<file path="src/rtl/iis_pkg.sv">
`default_nettype none
package iis_pkg;

  typedef logic signed [63:0] word_t;

  localparam word_t WORD_MIN = {1'b1, 63'd0};
  localparam word_t WORD_MAX = {1'b0, {63{1'b1}}};

  typedef enum logic [2:0] {
    FUNC_INSERT = 3'd0,
    FUNC_DELETE = 3'd1,
    FUNC_QUERY  = 3'd2,
    FUNC_ADD    = 3'd3,
    FUNC_SUB    = 3'd4
  } func_e;

  typedef enum logic [1:0] {
    STATUS_OK   = 2'd0,
    STATUS_FULL = 2'd1,
    STATUS_BAD  = 2'd2
  } status_e;

  // Source of the interval fed into the merge stage.
  typedef enum logic [1:0] {
    SEL_CAND,
    SEL_OP,
    SEL_LO_VM1,
    SEL_VP1_HI
  } sel_e;

  typedef enum logic [2:0] {
    S_IDLE,
    S_PREP,
    S_RD,
    S_LOAD,
    S_EVAL,
    S_FEED,
    S_FLUSH,
    S_DONE
  } state_e;

  typedef struct packed {
    logic load_op;
    logic prep;
    logic rd;
    logic load_cand;
    logic feed;
    sel_e sel;
    logic flush;
    logic set_present;
    logic capture_hit;
    logic set_drop;
    logic finish;
  } cmd_t;

  typedef struct packed {
    logic [2:0] func;
    logic       bad;
    logic       idx_end;
    logic       full;
    logic       hit;
    logic       eq_lo;
    logic       eq_hi;
    logic       lt;
    logic       out_busy;
  } sts_t;

  // Saturating signed add; bit 64 of the result flags a clamp.
  function automatic logic [64:0] sat_add(word_t a, word_t b);
    logic signed [64:0] s;
    s = {a[63], a} + {b[63], b};
    if (s[64] != s[63]) begin
      return {1'b1, (s[64] ? WORD_MIN : WORD_MAX)};
    end
    return {1'b0, s[63:0]};
  endfunction

endpackage
`default_nettype wire

</file>
<file path="src/rtl/iis_ctrl.sv">
`default_nettype none
module iis_ctrl (
  input  wire logic          clk_i,
  input  wire logic          rst_ni,
  input  wire logic          in_valid_i,
  output logic               in_ready_o,
  input  wire iis_pkg::sts_t sts_i,
  output iis_pkg::cmd_t      cmd_o
);

  iis_pkg::state_e state_q, state_d;
  iis_pkg::sel_e   sel_q, sel_d, sel2_q, sel2_d;
  logic            has2_q, has2_d;
  logic            inserted_q, inserted_d;
  logic            is_ins, uses_op;

  always_ff @(posedge clk_i or negedge rst_ni) begin
    if (!rst_ni) begin
      state_q    <= iis_pkg::S_IDLE;
      sel_q      <= iis_pkg::SEL_CAND;
      sel2_q     <= iis_pkg::SEL_CAND;
      has2_q     <= 1'b0;
      inserted_q <= 1'b0;
    end else begin
      state_q    <= state_d;
      sel_q      <= sel_d;
      sel2_q     <= sel2_d;
      has2_q     <= has2_d;
      inserted_q <= inserted_d;
    end
  end

  always_comb begin
    is_ins  = (sts_i.func == iis_pkg::FUNC_INSERT);
    uses_op = is_ins || (sts_i.func == iis_pkg::FUNC_ADD) ||
              (sts_i.func == iis_pkg::FUNC_SUB);
    state_d    = state_q;
    sel_d      = sel_q;
    sel2_d     = sel2_q;
    has2_d     = has2_q;
    inserted_d = inserted_q;
    cmd_o      = '0;
    cmd_o.sel  = sel_q;
    in_ready_o = 1'b0;
    unique case (state_q)
      iis_pkg::S_IDLE: begin
        in_ready_o = 1'b1;
        if (in_valid_i) begin
          cmd_o.load_op = 1'b1;
          inserted_d    = 1'b0;
          has2_d        = 1'b0;
          state_d       = iis_pkg::S_PREP;
        end
      end
      iis_pkg::S_PREP: begin
        cmd_o.prep = 1'b1;
        if (uses_op && sts_i.bad) begin
          state_d = iis_pkg::S_DONE;
        end else if (uses_op || (sts_i.func == iis_pkg::FUNC_DELETE) ||
                     (sts_i.func == iis_pkg::FUNC_QUERY)) begin
          state_d = iis_pkg::S_RD;
        end else begin
          state_d = iis_pkg::S_DONE;
        end
      end
      iis_pkg::S_RD: begin
        if (!sts_i.idx_end) begin
          cmd_o.rd = 1'b1;
          state_d  = iis_pkg::S_LOAD;
        end else if (is_ins && !inserted_q) begin
          // The new interval sorts after every stored one.
          sel_d      = iis_pkg::SEL_OP;
          has2_d     = 1'b0;
          inserted_d = 1'b1;
          state_d    = iis_pkg::S_FEED;
        end else begin
          state_d = iis_pkg::S_FLUSH;
        end
      end
      iis_pkg::S_LOAD: begin
        cmd_o.load_cand = 1'b1;
        state_d         = iis_pkg::S_EVAL;
      end
      iis_pkg::S_EVAL: begin
        sel_d   = iis_pkg::SEL_CAND;
        has2_d  = 1'b0;
        state_d = iis_pkg::S_FEED;
        unique case (sts_i.func)
          iis_pkg::FUNC_INSERT: begin
            if (!inserted_q && !sts_i.lt) begin
              sel_d      = iis_pkg::SEL_OP;
              sel2_d     = iis_pkg::SEL_CAND;
              has2_d     = 1'b1;
              inserted_d = 1'b1;
            end
          end
          iis_pkg::FUNC_DELETE: begin
            if (sts_i.hit) begin
              cmd_o.set_present = 1'b1;
              priority if (sts_i.eq_lo && sts_i.eq_hi) begin
                state_d = iis_pkg::S_RD;
              end else if (sts_i.eq_lo) begin
                sel_d = iis_pkg::SEL_VP1_HI;
              end else if (sts_i.eq_hi) begin
                sel_d = iis_pkg::SEL_LO_VM1;
              end else if (sts_i.full) begin
                cmd_o.set_drop = 1'b1;
              end else begin
                sel_d  = iis_pkg::SEL_LO_VM1;
                sel2_d = iis_pkg::SEL_VP1_HI;
                has2_d = 1'b1;
              end
            end
          end
          iis_pkg::FUNC_QUERY: begin
            if (sts_i.hit) begin
              cmd_o.set_present = 1'b1;
              cmd_o.capture_hit = 1'b1;
            end
            state_d = iis_pkg::S_RD;
          end
          default: ;
        endcase
      end
      iis_pkg::S_FEED: begin
        cmd_o.feed = 1'b1;
        if (has2_q) begin
          sel_d  = sel2_q;
          has2_d = 1'b0;
        end else begin
          state_d = iis_pkg::S_RD;
        end
      end
      iis_pkg::S_FLUSH: begin
        cmd_o.flush = 1'b1;
        state_d     = iis_pkg::S_DONE;
      end
      iis_pkg::S_DONE: begin
        if (!sts_i.out_busy) begin
          cmd_o.finish = 1'b1;
          state_d      = iis_pkg::S_IDLE;
        end
      end
      default: state_d = iis_pkg::S_IDLE;
    endcase
  end

endmodule
`default_nettype wire

</file>
<file path="config.mk">
export PLATFORM = sky130hd
export DESIGN_NAME = iis_ctrl
export DESIGN_NICKNAME = d
export VERILOG_FILES = /design/src/rtl/iis_pkg.sv /design/src/rtl/iis_ctrl.sv
export SDC_FILE = /design/constraint.sdc
export NUM_CORES = 1
export LEC_CHECK = 0
export BUFFER_PORTS_ARGS = -buffer_cell sky130_fd_sc_hd__buf_2
export CAP_MARGIN = 25
export CORE_ASPECT_RATIO = 0.9
export CORE_UTILIZATION = 48
export CTS_BUF_LIST = sky130_fd_sc_hd__clkbuf_8 sky130_fd_sc_hd__clkbuf_16
export DETAILED_ROUTE_END_ITERATION = 10
export GPL_TIMING_DRIVEN = 0
export PLACE_DENSITY = 0.86
export SLEW_MARGIN = 20
export SYNTH_ARGS = -nofsm -noshare
export SYNTH_HDL_FRONTEND = slang
export SYNTH_SLANG_ARGS = --single-unit
</file>
<file path="constraint.sdc">
create_clock -name clk_i -period 1.85 [get_ports clk_i]
set_input_delay 0.37 -clock clk_i [delete_from_list [all_inputs] [get_ports clk_i]]
set_output_delay 0.37 -clock clk_i [all_outputs]
set_load 0.02 [all_outputs]
</file>
* Word level (Yosys, flattened, before mapping)
Cells that the tools add are included.
Word-level totals: bits in registers 9, input port bits 14
Operators by class: equality and inequality tests 25, muxes and demuxes 67, reduce and logical (&&, ||, !) cells 21
Operators with widths (count):
- $mux W1 | 33
- $mux W2 | 16
- $mux W3 | 9
- $ne A2 B2 Y1 const B | 13
- $pmux W3 S8 | 1
- $eq A3 B3 Y1 const B | 5
- $eq A3 B2 Y1 const B | 4
- $pmux W2 S2 | 2
- $reduce_and A4 Y1 | 2
- $reduce_and A8 Y1 | 1
- $eq A3 B1 Y1 const B | 2
- $logic_not A3 Y1 | 2
- $pmux W2 S3 | 1
- $pmux W3 S2 | 1
- $reduce_and A6 Y1 | 1
- $reduce_bool A3 Y1 | 2
- $logic_and A1 B1 Y1 | 4
- $logic_or A1 B1 Y1 | 4
- $pmux W1 S2 | 2
- $pmux W1 S4 | 1
- $reduce_bool A4 Y1 | 1
- $pmux W1 S3 | 1
- $reduce_and A3 Y1 | 1
- $logic_not A1 Y1 | 2
- other kinds (2) | 2

* Longest topological paths before layout
Gate-level depths: netlist of run 1.
word-level depth 8, mapped depth 5

* Least setup slack after synthesis of run 1
OpenSTA, ideal clock, no wires.
path type flip-flop to output port, from register state_q[0], to output cmd_o[11] (netlist bit), data arrival time 1495 ps, data required time 1480 ps, path slack -15 ps, stages on the path, launching flop included 4, path buffers 1, cells stage by stage dfrtp_1 -> buf_2 -> nor3_1 -> and2_1
RTL lines:
- start: declaration | line iis_ctrl.sv:11 | iis_pkg::state_e state_q, state_d;
- start signal: assignment | line iis_ctrl.sv:19 | state_q <= iis_pkg::S_IDLE;
- start signal: assignment | line iis_ctrl.sv:25 | state_q <= state_d;
- end: declaration | line iis_ctrl.sv:8 | output iis_pkg::cmd_t cmd_o

==> qor.txt, run 1 <==
Capturing element type of the critical path -> primary output
Mean number of vias per cell -> 5.74
Final Routed Wirelength -> 2010 um
Post-layout net count -> 147
Starting density of the core -> 52.6%
Buffers from clock root to sink, at most -> 2
Synthesis-stage register bit count -> 8
LEAKAGE -> 0.456 nW
Data arrival, critical path -> 1.46 ns
Master cell of the clock root buffer -> clkbuf_8
Fin crit share -> 98.9%
First-pass GRT wire length -> 3070 um
Period minus WS final -> 1.83 ns
Sequential fraction of the synthesis area -> 25.7%
Largest cells by area after synthesis -> dfrtp_1 (26%), a21oi_1 (7.7%), nand2_1 (4.3%)
FF-to-FF path depth -> 4
Area added between synthesis and finish -> 29.7%
Reported max-cap violation count -> 0
Fraction of synthesized cell area taken by the top area cell type -> 25.7%
Post-Synthesis Net Count -> 115
Area of the placeable core -> 1480 um2
Unrepaired setup endpoints after global routing -> yes
Clock latency on the worst-skew pair -> 0.22 ns
Worst IR drop on VDD -> 1.13 mV
Global-route congestion overflow total -> 0
Mean area per synthesized cell -> 7.71 um2
Layout filler cell count -> 126
Number of slew-limit violations in the final report -> 0
Area taken by multi-input logic gates -> 529 um2
Data required time of the critical path -> 1.48 ns
Most used DFF post-synth -> dfrtp_1
Final number of hold-violating endpoints -> 0
H-Tree Level Count -> 1
Classification of the worst-slack hold path -> input port to flip-flop
Worst Path Max Fanout -> 10
Number of design-rule violations left by the first detailed-router iteration -> 37
Share of synthesized flip-flops with an asynchronous set or reset -> 100%
Vias in the first global route -> 731
Count of yosys warnings during synthesis -> 0
Commonest non-fill, non-tap cells in the layout -> buf_2 (28), a21oi_1 (12), nand2_1 (9)
Num CTS Buffers -> 3
Die extent in y -> 40.2 um
Die area -> 1790 um2
Mapped Area -> 778 um2
Total chip power -> 1.41 mW
Hold path depth -> 3
Largest net degree at the start of global routing -> 11
Synth area leader -> dfrtp_1
WS Path Type -> flip-flop to primary output
Ant diodes -> 0
Achievable frequency -> 547 MHz
Outcome -> completed
Setup Viol. Count Final -> 0
Std-Cell Rows -> 13
Most common library cell in the layout ignoring fill and taps -> buf_2
Number of sinks handled by clock tree synthesis -> 8
TritonCTS clock tree -> done
I/O pin count -> 27
Number of antenna violations at the first check in global routing -> 0
Overall track demand over capacity in global routing -> 25.1%
Final weighted congestion in routability-driven placement -> 0.917
Register Area -> 201 um2
Worst Hold Margin -> 0.426 ns
Synth unique cells -> 43
Fraction of final layout cells with drive strength greater than 1 -> 33.6%
Total iterations of the first detailed-routing run -> 4
Final routed DRC violation total -> 0
Power density over the cells -> 1400 nW/um2
Quantity of I/O buffers inserted on ports -> 25
Detailed-route via count -> 878
Post-detailed-placement half-perimeter wirelength -> 1540 um
Worst clock skew -> 0.00105 ns
Clock input transition at the sequential cells of the worst setup and hold paths -> 0.04 ns
Number of synthesized flops with an enable pin -> 0
Transition time at the pin with the least slew margin -> 0.420 ns
Slew margin rel. -> 71.9%
Number of nets with antenna violations after detailed routing -> 0
Mean routed wirelength per cell -> 13.1 um
Cells after Synth -> 101
Die Width -> 44.4 um
CP Launch Type -> flip-flop
repair_timing:
| action | 4_1_cts | 5_1_grt |
|---|---|---|
| gates resized for setup | 0 | 4 |
| setup endpoints to repair | 0 | 4 |
| hold buffers | 1 | 0 |
| hold endpoints to repair | 8 | 0 |
| buffers inserted | 0 | 1 |
flip-flops by register name (all words and copies together), names as in the netlist:
name	cells
state_q	3
inserted_q	1
sel_q	2
has2_q	1
sel2_q	1
worst max-delay path, cell delays in order (launching register included):
cell and delay, ns:
dfrtp_1 0.41, buf_2 0.20, nor3_2 0.26, and2_1 0.19, buf_2 0.17
per-layer routing:
layer / up-vias / wire length, um / part of all wire (%) / track usage, %
met2: 40 / 944 / 47 / 37.1
met3: 2 / 130 / 6.5 / 4.50
met1: 402 / 915 / 46 / 33.5
met5: - / 0 / 0 / 0
li1: 434 / - / - / -
met4: 0 / 15 / 0.75 / 17.4
Yosys cell counts (2+ instances only):
library cell	number
dfrtp_1	8
o211ai_1	2
nor2_1	7
a2bb2oi_1	2
buf_2	5
nor3_1	3
nor2b_1	3
nand3_1	5
nand2b_1	4
and2_1	2
a21oi_1	12
nand2_1	9
o21ai_0	2
nor3b_1	2
inv_1	7
worst paths after layout:
path / startpoint / endpoint / slack [ns]
worst min register to register: sel_q[1] / sel_q[1] / 0.49
worst min-delay path: in_valid_i / state_q[0] / 0.43
min in group asynchronous: rst_ni / sel_q[0] / 0.52
worst max-delay path: state_q[1] / cmd_o[11] / 0.02
max in group asynchronous: rst_ni / state_q[0] / 1.16
worst max register to register: state_q[0] / sel2_q[0] / 0.37
report_power, final:
| part | switching (mW) | leakage, nW | internal (mW) |
|---|---|---|---|
| logic | 0.532 | 0.335 | 0.347 |
| clock network | 0.0582 | 0.0216 | 0.140 |
| registers | 0.0809 | 0.0989 | 0.253 |
final cells by class:
cell class | instances | share of cell area, %
sequential | 8 | 20.0
inverter | 7 | 2.60
timing repair buffer | 27 | 14.6
tap | 22 | 2.73
buffer | 6 | 3.59
multi-input combinational | 80 | 52.4
clock buffer | 3 | 4.09
cell families after synthesis:
family / count (synthesis) / synth area share, %
buf+inv: 13 / 8.04
compound gates: 33 / 29.4
simple gates: 47 / 36.8
flops: 8 / 25.7
stage by stage:
stage / area, um2 / util, % / setup WS [ns] / std cells / setup TNS [ns]
2_1_floorplan: 783 / - / 0.200 / 101 / 0
3_3_place_gp: 936 / 63.2 / 0.0543 / 148 / 0
3_5_place_dp: 936 / 63.2 / 0.0254 / 148 / 0
4_1_cts: 987 / 66.7 / 0.0162 / 152 / 0
5_1_grt: 1010 / 68.2 / -0.0365 / 153 / -0.0577
6_report: 1010 / 68.2 / 0.0205 / 153 / 0
Power figures use the tool's default switching activity.
==> run 2, diff against run 1 <==
--- a/config.mk
+++ b/config.mk
@@ -7,7 +7,6 @@
 export LEC_CHECK = 0
 export BUFFER_PORTS_ARGS = -buffer_cell sky130_fd_sc_hd__buf_2
 export CAP_MARGIN = 25
-export CORE_ASPECT_RATIO = 0.9
 export CORE_UTILIZATION = 48
 export CTS_BUF_LIST = sky130_fd_sc_hd__clkbuf_8 sky130_fd_sc_hd__clkbuf_16
 export DETAILED_ROUTE_END_ITERATION = 10
==> qor.txt, run 2 (same netlist as run 1, synthesis figures left out) <==
WS Path Type -> flip-flop to primary output
Global-route congestion overflow total -> 0 (unchanged)
Number of sinks handled by clock tree synthesis -> 8 (unchanged)
Fin crit share -> 97.0% (-1.9 points)
Buffers from clock root to sink, at most -> 2 (unchanged)
Fin area -> 1010 um2 (+0.25%)
Post-detailed-placement half-perimeter wirelength -> 1600 um (+4.3%)
Flip-flop count of the largest register, all copies and words added -> 3 (unchanged)
Overall track demand over capacity in global routing -> 24.9% (-0.14 points)
Fraction of final layout cells with drive strength greater than 1 -> 34.6% (+1.0 points)
Global Route met1 Usage -> 32.7% (-0.83 points)
Post-layout net count -> 146 (-0.68%)
Final Routed Wirelength -> 2180 um (+8.6%)
Die area -> 1790 um2 (about the same)
Final non-filler cell total -> 146 (-4.6%)
GR peak layer -> met2
Final weighted congestion in routability-driven placement -> 0.919 (+0.12%)
Num CTS Buffers -> 3 (unchanged)
Clock input transition at the sequential cells of the worst setup and hold paths -> 0.04 ns (about the same)
Net Sw Frac -> 47.8% (+0.28 points)
Number of nets with antenna violations after detailed routing -> 0 (unchanged)
Quantity of I/O buffers inserted on ports -> 25 (unchanged)
Placed Instances -> 142 (-4.1%)
Data arrival, critical path -> 1.43 ns (-0.03 ns)
Die extent in y -> 42.3 um (+5.1%)
Setup Viol. Count Final -> 0 (unchanged)
Worst IR drop on VDD -> 0.845 mV (-25%)
Power share of the sequential group -> 23.8% (+0.2 points)
Area of the placeable core -> 1510 um2 (+1.8%)
Reported max-cap violation count -> 0 (unchanged)
Clk pwr share -> 14.1% (about the same)
Achievable frequency -> 557 MHz (+1.9%)
Final number of hold-violating endpoints -> 0 (unchanged)
CP cell instances -> nor4b_4, nand2_1, a21oi_1, buf_2
Starting density of the core -> 51.7% (-0.92 points)
Total chip power -> 1.46 mW (+3.3%)
Power density over the cells -> 1440 nW/um2 (+3.0%)
Area added between synthesis and finish -> 30.1%
Met3 track demand over resource in global routing -> 5.60% (+1.1 points)
Outcome -> completed
Largest regs -> state_q: 3 flops, sel_q: 2 flops
Mean number of vias per cell -> 6.27 (+9.3%)
Number of antenna violations at the first check in global routing -> 0 (unchanged)
Met2 GRT Util -> 40.6% (+3.5 points)
Data required time of the critical path -> 1.48 ns (about the same)
Buffer count from post-CTS setup fixing -> 0 (unchanged)
Slowest CP cell -> dfrtp_2
Worst Path Max Fanout -> 5 (-5)
Worst clock skew -> 0.00281 ns (+0.00176 ns)
TritonCTS clock tree -> done
Commonest non-fill, non-tap cells in the layout -> buf_2 (26), a21oi_1 (12), nand2_1 (9), nor2_1 (7), inv_1 (7)
Classification of the worst-slack hold path -> input port to flip-flop
Internal power summed over all cells -> 760 uW (+2.7%)
Detailed-route via count -> 916 (+4.3%)
Net switching power -> 697 uW (+3.9%)
Total iterations of the first detailed-routing run -> 4 (unchanged)
Std-Cell Rows -> 14 (+1)
I/O pin count -> 27 (unchanged)
Master cell of the clock root buffer -> clkbuf_8
LEAKAGE -> 0.453 nW (-0.53%)
Period minus WS final -> 1.80 ns (-0.0345 ns)
Worst Hold Margin -> 0.409 ns (-0.0175 ns)
Final routed DRC violation total -> 0 (unchanged)
Slew margin rel. -> 73.6% (+1.7 points)
H-Tree Level Count -> 1 (unchanged)
Capturing element type of the critical path -> primary output
Delay contributed by the slowest stage of the critical path -> 0.44 ns (+0.03 ns)
Transition time at the pin with the least slew margin -> 0.394 ns (-0.0255 ns)
Cell area after placement -> 928 um2 (-0.80%)
Die Width -> 42.3 um (-4.9%)
Number of slew-limit violations in the final report -> 0 (unchanged)
Most common library cell in the layout ignoring fill and taps -> buf_2
Most flops, register -> state_q
Mean routed wirelength per cell -> 14.9 um (+14%)
First-pass GRT wire length -> 3430 um (+12%)
Number of design-rule violations left by the first detailed-router iteration -> 32 (-14%)
Fraction of power consumed by combinational cells -> 62.0% (-0.3 points)
Clock latency on the worst-skew pair -> 0.23 ns (about the same)
Vias in the first global route -> 812 (+11%)
Largest net degree at the start of global routing -> 11 (unchanged)
CP Launch Type -> flip-flop
Ant diodes -> 0 (unchanged)
run 2: final timing paths:
path                       startpoint          to  slack (ns)  cells past startpoint
min in group asynchronous      rst_ni    sel_q[1]        0.51                      2
min reg2reg                  sel_q[1]    sel_q[1]        0.50                      1
max                        state_q[0]    cmd_o[3]        0.05                      4
max reg2reg                state_q[0]    sel_q[1]        0.39                      4
max in group asynchronous      rst_ni  state_q[0]        1.16                      2
min                        in_valid_i  state_q[0]        0.41                      3
run 2: final cells by class:
type,count,area (um2)
plain buffers,6,43.8
clock buffers,3,41.3
fillers,142,494
inverters,7,26.3
multi-input cells,80,541
flip-flops and latches,8,203
well taps,16,20.0
repair buffers,26,138
run 2: power by group through the flow:
stage	clock network (mW)	registers, mW	logic, mW
detailed placement	0	0.327	0.835
global route	0.217	0.356	0.992
floorplan	0	0.336	0.604
CTS	0.206	0.331	0.839
global placement	0	0.323	0.818
finish	0.206	0.347	0.904
run 2: worst max-delay path, delay by kind of cell (launching register included):
kind | cells | cell delay [ns]
DFF | 1 | 0.44
and+or+nand+nor | 2 | 0.46
buffers and inverters | 1 | 0.17
AOI/OAI and AO/OA | 1 | 0.12
run 2: repair_timing:
| item | in CTS | in global routing |
|---|---|---|
| gates resized for setup | 0 | 11 |
| endpoints found under the hold margin | 8 | 0 |
| hold buffers | 1 | 0 |
| setup endpoints to repair | 0 | 5 |
run 2: metrics by stage:
stage | setup WS [ns] | utilization, % | TNS [ns]
6_report | 0.0550 | 67.2 | 0
5_1_grt | -0.00956 | 67.2 | -0.0139
4_1_cts | 0.0136 | 65.0 | 0
3_5_place_dp | 0.0471 | 61.6 | 0
3_3_place_gp | 0.0731 | 61.6 | 0
2_1_floorplan | 0.200 | - | 0
run 2: layer usage:
metal | vias to the layer above | wire length [um]
met5 | - | 0
met4 | 0 | 17
met1 | 440 | 979
met2 | 37 | 1060
li1 | 435 | -
met3 | 4 | 123
